$ cat src/lcgc_pkg.sv
// shared types, codes and reset constants of the level crossing gate controller
`default_nettype none
package lcgc_pkg;

  localparam int unsigned TIME_BITS_DEF = 32;
  localparam int unsigned CFG_IDX_W     = 3;
  localparam int unsigned CFG_W         = 16;
  localparam int unsigned STAMP_W       = 32;
  localparam int unsigned COUNT_W       = 32;

  localparam logic [CFG_W-1:0] WARNING_RST   = 16'd300;
  localparam logic [CFG_W-1:0] MOVE_RST      = 16'd40;
  localparam logic [CFG_W-1:0] OCCUPY_RST    = 16'd150;
  localparam logic [CFG_W-1:0] TIMEOUT_RST   = 16'd100;
  localparam logic [CFG_W-1:0] JAM_EXTRA_RST = 16'd50;
  localparam logic [CFG_W-1:0] REFRESH_RST   = 16'd10;

  typedef enum logic [1:0] {
    OP_TICK      = 2'd0,
    OP_DETECT    = 2'd1,
    OP_FAULT_SET = 2'd2,
    OP_FAULT_CLR = 2'd3
  } opcode_e;

  typedef enum logic [1:0] {
    ST_CLEAR   = 2'd0,
    ST_WARNING = 2'd1,
    ST_CLOSED  = 2'd2,
    ST_FAULT   = 2'd3
  } xstate_e;

  typedef enum logic [1:0] {
    POS_UP     = 2'd0,
    POS_DOWN   = 2'd1,
    POS_MOVING = 2'd2
  } gate_pos_e;

  typedef enum logic [CFG_IDX_W-1:0] {
    CFG_WARNING   = 3'd0,
    CFG_MOVE      = 3'd1,
    CFG_OCCUPY    = 3'd2,
    CFG_TIMEOUT   = 3'd3,
    CFG_JAM_EXTRA = 3'd4,
    CFG_REFRESH   = 3'd5
  } cfg_idx_e;

  typedef struct packed {
    logic [CFG_W-1:0] warning_ticks;
    logic [CFG_W-1:0] gate_move_ticks;
    logic [CFG_W-1:0] occupy_ticks;
    logic [CFG_W-1:0] gate_timeout_ticks;
    logic [CFG_W-1:0] jam_extra_ticks;
    logic [CFG_W-1:0] refresh_ticks;
  } cfg_t;

  typedef struct packed {
    logic [1:0]         opcode;
    logic               track_select;
    logic [STAMP_W-1:0] detect_stamp;
    logic               hold_trains;
  } item_t;

  typedef struct packed {
    xstate_e    cross_state;
    gate_pos_e  gate_now;
    logic       gate_goal;
    logic       fault_flag;
    logic       signal_green;
    logic [1:0] busy_mask;
    logic [1:0] det_valid;
  } ctrl_t;

  typedef struct packed {
    logic [1:0]         crossing_state;
    logic [1:0]         gate_position;
    logic [1:0]         busy_tracks;
    logic               fault_active;
    logic               signal_green;
    logic               line_stopped_echo;
    logic [COUNT_W-1:0] status_seq;
    logic [COUNT_W-1:0] served_count;
    logic               fault_report;
    logic               state_changed;
  } status_t;

endpackage
`default_nettype wire

$ cat src/lcgc_if.sv
// request, status and register write channel interfaces
`default_nettype none
interface lcgc_item_if;
  import lcgc_pkg::*;
  logic               valid;
  logic               ready;
  logic [1:0]         opcode;
  logic               track_select;
  logic [STAMP_W-1:0] detect_stamp;
  logic               hold_trains;

  modport source (output valid, opcode, track_select, detect_stamp, hold_trains,
                  input ready);
  modport sink   (input valid, opcode, track_select, detect_stamp, hold_trains,
                  output ready);
endinterface

interface lcgc_status_if;
  import lcgc_pkg::*;
  logic               valid;
  logic               ready;
  logic [1:0]         crossing_state;
  logic [1:0]         gate_position;
  logic [1:0]         busy_tracks;
  logic               fault_active;
  logic               signal_green;
  logic               line_stopped_echo;
  logic [COUNT_W-1:0] status_seq;
  logic [COUNT_W-1:0] served_count;
  logic               fault_report;
  logic               state_changed;

  modport source (output valid, crossing_state, gate_position, busy_tracks, fault_active,
                  signal_green, line_stopped_echo, status_seq, served_count,
                  fault_report, state_changed,
                  input ready);
  modport sink   (input valid, crossing_state, gate_position, busy_tracks, fault_active,
                  signal_green, line_stopped_echo, status_seq, served_count,
                  fault_report, state_changed,
                  output ready);
endinterface

interface lcgc_cfg_if;
  import lcgc_pkg::*;
  logic                 valid;
  logic                 ready;
  logic [CFG_IDX_W-1:0] index;
  logic [CFG_W-1:0]     data;

  modport source (output valid, index, data, input ready);
  modport sink   (input valid, index, data, output ready);
endinterface
`default_nettype wire

$ cat src/lcgc_cfg_regs.sv
// timing register file written through the register write channel
`default_nettype none
module lcgc_cfg_regs (
  input  wire logic         clk_i,
  input  wire logic         rst_ni,
  lcgc_cfg_if.sink          cfg_i,
  output lcgc_pkg::cfg_t    cfg_o
);
  import lcgc_pkg::*;

  cfg_t cfg_q;

  assign cfg_i.ready = 1'b1;
  assign cfg_o       = cfg_q;

  always_ff @(posedge clk_i or negedge rst_ni) begin
    if (!rst_ni) begin
      cfg_q.warning_ticks      <= WARNING_RST;
      cfg_q.gate_move_ticks    <= MOVE_RST;
      cfg_q.occupy_ticks       <= OCCUPY_RST;
      cfg_q.gate_timeout_ticks <= TIMEOUT_RST;
      cfg_q.jam_extra_ticks    <= JAM_EXTRA_RST;
      cfg_q.refresh_ticks      <= REFRESH_RST;
    end else if (cfg_i.valid) begin
      case (cfg_idx_e'(cfg_i.index))
        CFG_WARNING:   cfg_q.warning_ticks      <= cfg_i.data;
        CFG_MOVE:      cfg_q.gate_move_ticks    <= cfg_i.data;
        CFG_OCCUPY:    cfg_q.occupy_ticks       <= cfg_i.data;
        CFG_TIMEOUT:   cfg_q.gate_timeout_ticks <= cfg_i.data;
        CFG_JAM_EXTRA: cfg_q.jam_extra_ticks    <= cfg_i.data;
        CFG_REFRESH:   cfg_q.refresh_ticks      <= cfg_i.data;
        default: begin
        end
      endcase
    end
  end

endmodule
`default_nettype wire

$ cat src/lcgc_step.sv
// next-state and status logic for one request
`default_nettype none
module lcgc_step #(
  parameter int unsigned TIME_BITS = lcgc_pkg::TIME_BITS_DEF
) (
  input  wire lcgc_pkg::item_t           item_i,
  input  wire lcgc_pkg::cfg_t            cfg_i,
  input  wire lcgc_pkg::ctrl_t           ctrl_q_i,
  input  wire logic [TIME_BITS-1:0]      tick_q_i,
  input  wire logic [TIME_BITS-1:0]      det_time_q_i [2],
  input  wire logic [TIME_BITS-1:0]      deadline_q_i,
  input  wire logic [TIME_BITS-1:0]      last_pub_q_i,
  input  wire logic [lcgc_pkg::COUNT_W-1:0] trains_q_i,
  input  wire logic [lcgc_pkg::COUNT_W-1:0] seq_q_i,
  output lcgc_pkg::ctrl_t                ctrl_d_o,
  output logic [TIME_BITS-1:0]           tick_d_o,
  output logic [TIME_BITS-1:0]           det_time_d_o [2],
  output logic [TIME_BITS-1:0]           deadline_d_o,
  output logic [TIME_BITS-1:0]           last_pub_d_o,
  output logic [lcgc_pkg::COUNT_W-1:0]   trains_d_o,
  output logic [lcgc_pkg::COUNT_W-1:0]   seq_d_o,
  output logic                           res_valid_o,
  output lcgc_pkg::status_t              res_o
);
  import lcgc_pkg::*;

  function automatic logic [TIME_BITS-1:0] sat_add(input logic [TIME_BITS-1:0] a,
                                                   input logic [TIME_BITS-1:0] b);
    logic [TIME_BITS:0] s;
    s = {1'b0, a} + {1'b0, b};
    return s[TIME_BITS] ? {TIME_BITS{1'b1}} : s[TIME_BITS-1:0];
  endfunction

  function automatic logic [TIME_BITS-1:0] ext16(input logic [CFG_W-1:0] v);
    logic [TIME_BITS+CFG_W-1:0] w;
    w = {{TIME_BITS{1'b0}}, v};
    return w[TIME_BITS-1:0];
  endfunction

  logic [TIME_BITS+STAMP_W-1:0] stamp_ext;
  logic [TIME_BITS-1:0]         track_len;

  assign stamp_ext = {{TIME_BITS{1'b0}}, item_i.detect_stamp};
  assign track_len = sat_add(sat_add(ext16(cfg_i.warning_ticks), ext16(cfg_i.gate_move_ticks)),
                             ext16(cfg_i.occupy_ticks));

  always_comb begin
    logic [TIME_BITS-1:0] tick_n;
    logic [TIME_BITS-1:0] lower_t;
    logic [TIME_BITS-1:0] due_t;
    logic [TIME_BITS-1:0] since_pub;
    logic                 changed;
    logic                 report;
    logic                 coming;
    logic                 lower_req;
    logic                 target;
    logic                 do_cmd;
    logic [1:0]           busy;
    xstate_e              next_st;

    ctrl_d_o     = ctrl_q_i;
    tick_d_o     = tick_q_i;
    det_time_d_o = det_time_q_i;
    deadline_d_o = deadline_q_i;
    last_pub_d_o = last_pub_q_i;
    trains_d_o   = trains_q_i;
    seq_d_o      = seq_q_i;
    res_valid_o  = 1'b0;
    res_o        = '0;
    tick_n       = tick_q_i + TIME_BITS'(1);
    lower_t      = '0;
    due_t        = '0;
    since_pub    = tick_n - last_pub_q_i;
    changed      = 1'b0;
    report       = 1'b0;
    coming       = 1'b0;
    lower_req    = 1'b0;
    target       = 1'b0;
    do_cmd       = 1'b0;
    busy         = 2'b00;
    next_st      = ST_CLEAR;

    case (opcode_e'(item_i.opcode))
      OP_DETECT: begin
        ctrl_d_o.det_valid[item_i.track_select] = 1'b1;
        det_time_d_o[item_i.track_select]       = stamp_ext[TIME_BITS-1:0];
      end
      OP_FAULT_SET: ctrl_d_o.fault_flag = 1'b1;
      OP_FAULT_CLR: ctrl_d_o.fault_flag = 1'b0;
      OP_TICK: begin
        tick_d_o = tick_n;
        // gate travel
        if (ctrl_q_i.gate_now == POS_MOVING) begin
          if (tick_n >= deadline_q_i) begin
            ctrl_d_o.gate_now = ctrl_q_i.gate_goal ? POS_DOWN : POS_UP;
            changed           = 1'b1;
          end else if (ctrl_q_i.fault_flag && ctrl_q_i.cross_state != ST_FAULT) begin
            changed = 1'b1;
          end
        end
        if (ctrl_q_i.fault_flag) begin
          if (ctrl_q_i.cross_state != ST_FAULT) begin
            ctrl_d_o.cross_state  = ST_FAULT;
            ctrl_d_o.signal_green = 1'b0;
            changed               = 1'b1;
            report                = 1'b1;
          end
        end else begin
          for (int t = 0; t < 2; t++) begin
            if (ctrl_q_i.det_valid[t]) begin
              lower_t = sat_add(det_time_q_i[t], ext16(cfg_i.warning_ticks));
              due_t   = sat_add(lower_t, ext16(cfg_i.gate_move_ticks));
              if (tick_n >= sat_add(det_time_q_i[t], track_len)) begin
                ctrl_d_o.det_valid[t] = 1'b0;
                changed               = 1'b1;
              end else begin
                coming = 1'b1;
                if (tick_n >= lower_t) begin
                  lower_req = 1'b1;
                end
                if (tick_n >= due_t && ctrl_d_o.gate_now == POS_DOWN) begin
                  if (!ctrl_q_i.busy_mask[t]) begin
                    trains_d_o = trains_d_o + COUNT_W'(1);
                  end
                  busy[t] = 1'b1;
                end
              end
            end
          end
          if (busy != ctrl_q_i.busy_mask) begin
            ctrl_d_o.busy_mask = busy;
            changed            = 1'b1;
          end
          if (lower_req || (coming && ctrl_q_i.gate_goal)) begin
            target = 1'b1;
            do_cmd = 1'b1;
          end else if (!coming) begin
            target = 1'b0;
            do_cmd = 1'b1;
          end
          if (do_cmd && ctrl_q_i.gate_goal != target) begin
            ctrl_d_o.gate_goal = target;
            ctrl_d_o.gate_now  = POS_MOVING;
            deadline_d_o       = sat_add(tick_n, ext16(cfg_i.gate_move_ticks));
          end
          if (coming) begin
            next_st = (ctrl_d_o.gate_now == POS_DOWN) ? ST_CLOSED : ST_WARNING;
          end else begin
            next_st = (ctrl_d_o.gate_now == POS_UP) ? ST_CLEAR : ST_CLOSED;
          end
          if (next_st != ctrl_q_i.cross_state ||
              ctrl_q_i.signal_green != !item_i.hold_trains) begin
            ctrl_d_o.cross_state  = next_st;
            ctrl_d_o.signal_green = !item_i.hold_trains;
            changed               = 1'b1;
          end
        end
        // publication
        if (changed || since_pub >= ext16(cfg_i.refresh_ticks)) begin
          seq_d_o                 = seq_q_i + {{(COUNT_W-1){1'b0}}, changed};
          last_pub_d_o            = tick_n;
          res_valid_o             = 1'b1;
          res_o.crossing_state    = ctrl_d_o.cross_state;
          res_o.gate_position     = ctrl_d_o.gate_now;
          res_o.busy_tracks       = ctrl_d_o.busy_mask;
          res_o.fault_active      = ctrl_d_o.fault_flag;
          res_o.signal_green      = ctrl_d_o.signal_green;
          res_o.line_stopped_echo = item_i.hold_trains;
          res_o.status_seq        = seq_d_o;
          res_o.served_count      = trains_d_o;
          res_o.fault_report      = report;
          res_o.state_changed     = changed;
        end
      end
      default: begin
      end
    endcase
  end

endmodule
`default_nettype wire

$ cat src/level_crossing_gate_controller_core.sv
// top level of the level crossing gate controller
// path: an accepted request is held in the input register, and its status, when one is published,
//   is held in the status register, which drives status_o
// throughput: one request per cycle while status_o does not stall, set by the single-pass update of the state registers
// reset: asynchronous, resets all crossing state and counters, clears valid flags and loads config reset values
`default_nettype none
module level_crossing_gate_controller_core #(
  parameter int unsigned TIME_BITS = lcgc_pkg::TIME_BITS_DEF
) (
  input  wire logic   clk_i,
  input  wire logic   rst_ni,
  lcgc_item_if.sink   item_i,
  lcgc_status_if.source status_o,
  lcgc_cfg_if.sink    cfg_i
);
  import lcgc_pkg::*;

  cfg_t                 cfg;
  logic                 inq_valid_q;
  item_t                inq_item_q;
  logic                 advance;

  ctrl_t                ctrl_q, ctrl_d;
  logic [TIME_BITS-1:0] tick_q, tick_d;
  logic [TIME_BITS-1:0] det_time_q [2];
  logic [TIME_BITS-1:0] det_time_d [2];
  logic [TIME_BITS-1:0] deadline_q, deadline_d;
  logic [TIME_BITS-1:0] last_pub_q, last_pub_d;
  logic [COUNT_W-1:0]   trains_q, trains_d;
  logic [COUNT_W-1:0]   seq_q, seq_d;

  logic                 res_valid;
  status_t              res;
  logic                 out_valid_q;
  status_t              out_q;

  lcgc_cfg_regs u_cfg (
    .clk_i  (clk_i),
    .rst_ni (rst_ni),
    .cfg_i  (cfg_i),
    .cfg_o  (cfg)
  );

  assign advance      = inq_valid_q && (!out_valid_q || status_o.ready);
  assign item_i.ready = !inq_valid_q || advance;

  // input register
  always_ff @(posedge clk_i or negedge rst_ni) begin
    if (!rst_ni) begin
      inq_valid_q <= 1'b0;
    end else if (item_i.ready) begin
      inq_valid_q <= item_i.valid;
    end
  end

  always_ff @(posedge clk_i) begin
    if (item_i.valid && item_i.ready) begin
      inq_item_q.opcode       <= item_i.opcode;
      inq_item_q.track_select <= item_i.track_select;
      inq_item_q.detect_stamp <= item_i.detect_stamp;
      inq_item_q.hold_trains  <= item_i.hold_trains;
    end
  end

  lcgc_step #(
    .TIME_BITS (TIME_BITS)
  ) u_step (
    .item_i       (inq_item_q),
    .cfg_i        (cfg),
    .ctrl_q_i     (ctrl_q),
    .tick_q_i     (tick_q),
    .det_time_q_i (det_time_q),
    .deadline_q_i (deadline_q),
    .last_pub_q_i (last_pub_q),
    .trains_q_i   (trains_q),
    .seq_q_i      (seq_q),
    .ctrl_d_o     (ctrl_d),
    .tick_d_o     (tick_d),
    .det_time_d_o (det_time_d),
    .deadline_d_o (deadline_d),
    .last_pub_d_o (last_pub_d),
    .trains_d_o   (trains_d),
    .seq_d_o      (seq_d),
    .res_valid_o  (res_valid),
    .res_o        (res)
  );

  // crossing state
  always_ff @(posedge clk_i or negedge rst_ni) begin
    if (!rst_ni) begin
      ctrl_q.cross_state  <= ST_CLEAR;
      ctrl_q.gate_now     <= POS_UP;
      ctrl_q.gate_goal    <= 1'b0;
      ctrl_q.fault_flag   <= 1'b0;
      ctrl_q.signal_green <= 1'b1;
      ctrl_q.busy_mask    <= 2'b00;
      ctrl_q.det_valid    <= 2'b00;
      tick_q              <= '0;
      det_time_q[0]       <= '0;
      det_time_q[1]       <= '0;
      deadline_q          <= '0;
      last_pub_q          <= '0;
      trains_q            <= '0;
      seq_q               <= '0;
    end else if (advance) begin
      ctrl_q        <= ctrl_d;
      tick_q        <= tick_d;
      det_time_q[0] <= det_time_d[0];
      det_time_q[1] <= det_time_d[1];
      deadline_q    <= deadline_d;
      last_pub_q    <= last_pub_d;
      trains_q      <= trains_d;
      seq_q         <= seq_d;
    end
  end

  // status register
  always_ff @(posedge clk_i or negedge rst_ni) begin
    if (!rst_ni) begin
      out_valid_q <= 1'b0;
    end else if (advance) begin
      out_valid_q <= res_valid;
    end else if (status_o.ready) begin
      out_valid_q <= 1'b0;
    end
  end

  always_ff @(posedge clk_i) begin
    if (advance && res_valid) begin
      out_q <= res;
    end
  end

  assign status_o.valid             = out_valid_q;
  assign status_o.crossing_state    = out_q.crossing_state;
  assign status_o.gate_position     = out_q.gate_position;
  assign status_o.busy_tracks       = out_q.busy_tracks;
  assign status_o.fault_active      = out_q.fault_active;
  assign status_o.signal_green      = out_q.signal_green;
  assign status_o.line_stopped_echo = out_q.line_stopped_echo;
  assign status_o.status_seq        = out_q.status_seq;
  assign status_o.served_count      = out_q.served_count;
  assign status_o.fault_report      = out_q.fault_report;
  assign status_o.state_changed     = out_q.state_changed;

endmodule
`default_nettype wire

$ cat src/flat_wrapper.sv
// flat-port wrapper written by rule: the top's interface ports become plain ports
module level_crossing_gate_controller_core_flat import lcgc_pkg::*;
#(
  parameter int unsigned TIME_BITS = lcgc_pkg::TIME_BITS_DEF
)
  (clk_i, rst_ni, item_i_valid, item_i_opcode, item_i_track_select, item_i_detect_stamp, item_i_hold_trains, item_i_ready, status_o_valid, status_o_crossing_state, status_o_gate_position, status_o_busy_tracks, status_o_fault_active, status_o_signal_green, status_o_line_stopped_echo, status_o_status_seq, status_o_served_count, status_o_fault_report, status_o_state_changed, status_o_ready, cfg_i_valid, cfg_i_index, cfg_i_data, cfg_i_ready);
  lcgc_item_if item_i_i ();
  lcgc_status_if status_o_i ();
  lcgc_cfg_if cfg_i_i ();
  input  wire logic clk_i;
  input  wire logic rst_ni;
  input wire logic [$bits(item_i_i.valid)-1:0] item_i_valid;
  input wire logic [$bits(item_i_i.opcode)-1:0] item_i_opcode;
  input wire logic [$bits(item_i_i.track_select)-1:0] item_i_track_select;
  input wire logic [$bits(item_i_i.detect_stamp)-1:0] item_i_detect_stamp;
  input wire logic [$bits(item_i_i.hold_trains)-1:0] item_i_hold_trains;
  output wire logic [$bits(item_i_i.ready)-1:0] item_i_ready;
  output wire logic [$bits(status_o_i.valid)-1:0] status_o_valid;
  output wire logic [$bits(status_o_i.crossing_state)-1:0] status_o_crossing_state;
  output wire logic [$bits(status_o_i.gate_position)-1:0] status_o_gate_position;
  output wire logic [$bits(status_o_i.busy_tracks)-1:0] status_o_busy_tracks;
  output wire logic [$bits(status_o_i.fault_active)-1:0] status_o_fault_active;
  output wire logic [$bits(status_o_i.signal_green)-1:0] status_o_signal_green;
  output wire logic [$bits(status_o_i.line_stopped_echo)-1:0] status_o_line_stopped_echo;
  output wire logic [$bits(status_o_i.status_seq)-1:0] status_o_status_seq;
  output wire logic [$bits(status_o_i.served_count)-1:0] status_o_served_count;
  output wire logic [$bits(status_o_i.fault_report)-1:0] status_o_fault_report;
  output wire logic [$bits(status_o_i.state_changed)-1:0] status_o_state_changed;
  input wire logic [$bits(status_o_i.ready)-1:0] status_o_ready;
  input wire logic [$bits(cfg_i_i.valid)-1:0] cfg_i_valid;
  input wire logic [$bits(cfg_i_i.index)-1:0] cfg_i_index;
  input wire logic [$bits(cfg_i_i.data)-1:0] cfg_i_data;
  output wire logic [$bits(cfg_i_i.ready)-1:0] cfg_i_ready;
  assign item_i_i.valid = item_i_valid;
  assign item_i_i.opcode = item_i_opcode;
  assign item_i_i.track_select = item_i_track_select;
  assign item_i_i.detect_stamp = item_i_detect_stamp;
  assign item_i_i.hold_trains = item_i_hold_trains;
  assign item_i_ready = item_i_i.ready;
  assign status_o_valid = status_o_i.valid;
  assign status_o_crossing_state = status_o_i.crossing_state;
  assign status_o_gate_position = status_o_i.gate_position;
  assign status_o_busy_tracks = status_o_i.busy_tracks;
  assign status_o_fault_active = status_o_i.fault_active;
  assign status_o_signal_green = status_o_i.signal_green;
  assign status_o_line_stopped_echo = status_o_i.line_stopped_echo;
  assign status_o_status_seq = status_o_i.status_seq;
  assign status_o_served_count = status_o_i.served_count;
  assign status_o_fault_report = status_o_i.fault_report;
  assign status_o_state_changed = status_o_i.state_changed;
  assign status_o_i.ready = status_o_ready;
  assign cfg_i_i.valid = cfg_i_valid;
  assign cfg_i_i.index = cfg_i_index;
  assign cfg_i_i.data = cfg_i_data;
  assign cfg_i_ready = cfg_i_i.ready;
  level_crossing_gate_controller_core #(.TIME_BITS(TIME_BITS)) u_core (.clk_i(clk_i), .rst_ni(rst_ni), .item_i(item_i_i), .status_o(status_o_i), .cfg_i(cfg_i_i));
endmodule
$ cat config.mk
export PLATFORM = sky130hd
export DESIGN_NAME = level_crossing_gate_controller_core_flat
export DESIGN_NICKNAME = d
export VERILOG_FILES = /design/src/lcgc_pkg.sv /design/src/lcgc_if.sv /design/src/lcgc_cfg_regs.sv /design/src/lcgc_step.sv /design/src/level_crossing_gate_controller_core.sv /design/src/flat_wrapper.sv
export SDC_FILE = /design/constraint.sdc
export NUM_CORES = 2
export LEC_CHECK = 0
export ABC_CLOCK_PERIOD_IN_PS = 33600
export BUFFER_PORTS_ARGS = -buffer_cell sky130_fd_sc_hd__buf_2
export CORE_MARGIN = 3
export CORE_UTILIZATION = 60
export DETAILED_ROUTE_END_ITERATION = 16
export PLACE_DENSITY = 0.86
export SKIP_CTS_REPAIR_TIMING = 1
export SYNTH_ARGS = -nofsm -noshare
export SYNTH_HDL_FRONTEND = slang
export SYNTH_SLANG_ARGS = --single-unit
$ cat constraint.sdc
create_clock -name clk_i -period 33.6 [get_ports clk_i]
set_clock_uncertainty 0.15 [all_clocks]
set_input_delay 10.08 -clock clk_i [delete_from_list [all_inputs] [get_ports clk_i]]
set_output_delay 10.08 -clock clk_i [all_outputs]
set_load 0.01 [all_outputs]
==> results.yml <==
worst_setup_path:
  required_ps: 23370
  cp.arrival_ps: 10560
  criticalPathCategory: "input port to primary output"
  path_max_fanout: 3
  worstSetupStartpointType: "input port"
  endpoint_kind: "primary output"
flow_run:
  cap_violations: 0
timing:
  hold_ws_ps: 342
  slew_violations: 0
  max_clock_freq_mhz: 48.1
  setup_tns_ps: 0
  worst_pin_slew_ps: 1180
  finalCriticalPeriod_ps: 20790
  setup_viol: 0
  rsz0062_at_grt: "no"
  max_slew_margin: 0.208
  hold_viol: 0
  fin_crit_sh: 0.619
power_and_ir_drop:
  pwr-share-seq: 0.180
  p_sw_w: 0.00170
  max-vdd-ir-drop_v: 0.000120
  p_int_w: 0.00195
  netSwitchingFraction: 0.465
  combPwrFrac: 0.676
  power_w: 0.00365
  powerDensity_nw_per_um2: 97.4
  p_leak_nw: 17.5
  clkPwrFrac: 0.144
synthesis:
  postSynthCellCount: 3784
  ys_types: 86
  synth_area_per_cell_um2: 9.05
  yosysSeqAreaShare: 0.318
  async_flop_share: 0.731
  synth_top_area_frac: 0.210
  synth_edf_count: 111
  syn_nets: 4282
  synth_largest_area_cell: "dfrtp_1"
  ys_ff_latch: 412
  synth_area_leaders: "dfrtp_1, ha_1, edfxtp_1"
  syn_area_um2: 34300
  ys.flop_type: "dfrtp_1"
  yosys_warnings: 0
layout:
  layout_commonest_cell: "ha_1"
  layout_common_cells: "ha_1, nor2_1, dfrtp_1, nand2_1, a21oi_1"
  post-route-cell-area_um2: 37400
  area_growth_syn_to_layout_pct: 9.33
  fin_cells: 4699
  layout.nets: 4410
  drive_gt1_frac: 0.129
clock_network:
  clock_latency_ps: 630
  tritoncts: "done"
  cts_buffers: 46
  clk_pin_slew_ps: 60
  cts_sinks: 412
  clk_path_buf_depth: 3
  htreeDepth: 2
  cts_root_buf: "clkbuf_16"
floorplanning:
  initial_utilization: 0.615
  die_w_um: 245
  ios: 138
  rows: 86
  die_area_um2: 60000
  core_um2: 55700
  die_height_um: 245
drt:
  firstDrtPassIters: 6
  postRouteAntennaNets: 0
  wire_per_inst_um: 18.8
  viasPerCell: 6.18
  vias: 29100
  drt-total-wl_um: 88600
  drt_iter0_drc: 2267
  drc: 0
placement:
  gp_congestion: 1.01
  placed_cell_area_um2: 35900
  place_hpwl_um: 66800
  dp_cells: 4612
  port_buffers: 136
grt:
  grtUsageTotal: 0.294
  overflow: 0
  grt_start_max_net_pins: 98
  antenna_found_initial: 1
  grt_pass1_vias: 28800
  grt_pass1_wl_um: 144000
hold_path:
  hp-class: "register to register"
run_status:
  outcome: "finished clean"
-- state kept, by name, indices dropped and copies added (netlist names), 2 cells and up --
| signal | count |
|---|---|
| u_core.ctrl_q | 11 |
| u_core.deadline_q | 32 |
| u_core.det_time_q | 64 |
| u_core.inq_item_q | 36 |
| u_core.last_pub_q | 32 |
| u_core.seq_q | 32 |
| u_core.status_o.busy_tracks | 2 |
| u_core.status_o.crossing_state | 2 |
| u_core.status_o.gate_position | 2 |
| u_core.status_o.served_count | 32 |
| u_core.status_o.status_seq | 32 |
| u_core.tick_q | 32 |
| u_core.trains_q | 32 |
| u_core.u_cfg.cfg_o | 64 |
-- Yosys cell counts (58+ instances only) --
| library cell | instances |
|---|---|
| ha_1 | 428 |
| nor2_1 | 425 |
| dfrtp_1 | 288 |
| nand2_1 | 255 |
| a21oi_1 | 252 |
| xnor2_1 | 218 |
| inv_1 | 217 |
| xor2_1 | 150 |
| o21ai_0 | 149 |
| mux2_2 | 142 |
| edfxtp_1 | 111 |
| nor3_1 | 103 |
| nand3_1 | 100 |
| a21o_1 | 90 |
| clkbuf_1 | 75 |
| nand4_1 | 58 |
-- critical path, stage by stage --
cell and delay [ps]:
buf_2 100, nand3b_1 200, buf_2 180
-- cell type report --
cell class | instances | area (um2)
timing repair buffer | 189 | 1090
tap | 748 | 936
clock buffer | 58 | 1210
antenna | 1 | 2.50
sequential | 412 | 10900
fill | 4325 | 18300
clock inverter | 28 | 352
multi-input combinational | 3046 | 22200
inverter | 217 | 815
-- metal layers --
metal,global-route usage,vias to the layer above,wire [um]
met5,0,-,0
met4,0.134,0,3980
met3,0.0381,259,6740
met2,0.492,1136,41300
met1,0.381,13800,36500
li1,-,13800,-
-- cells by family (layout without fill, tap and decap cells) --
family,Yosys count,count (layout),synth area share
mux,203,203,0.0675
compound gates,777,777,0.144
buf+inv,326,492,0.0373
xor+xnor,368,368,0.0941
other cells,1,2,0.000109
simple gates,1258,1258,0.177
fa+ha+maj,439,439,0.162
flops,412,412,0.318
-- power groups by stage --
stage,logic (W),clock network [W],registers (W)
2_1_floorplan,0.00191,0,0.000624
3_3_place_gp,0.00230,0,0.000658
3_5_place_dp,0.00240,0,0.000661
4_1_cts,0.00243,0.000534,0.000653
5_1_grt,0.00277,0.000555,0.000663
6_report,0.00247,0.000525,0.000657
-- per-stage QoR --
stage / worst slack (ps) / utilization
CTS: 12810 / 0.672
global placement: 12860 / 0.644
finish: 12810 / 0.672
floorplan: 13080 / -
detailed placement: 12810 / 0.644
global route: 12780 / 0.672
-- final timing paths --
kind	slack, ps	to	cells after the start	startpoint
hold reg to reg	340	u_core.trains_q[31]	1	u_core.trains_q[31]
setup / recovery	12810	item_i_ready	3	status_o_ready
max in group asynchronous	22520	u_core.seq_q[15]	2	rst_ni
min in group asynchronous	9360	u_core.tick_q[20]	1	rst_ni
setup reg to reg	19400	u_core.status_o.status_seq[31]	53	u_core.u_cfg.cfg_o[80]
hold / removal	340	u_core.trains_q[31]	1	u_core.trains_q[31]
Power figures use the tool's default switching activity.
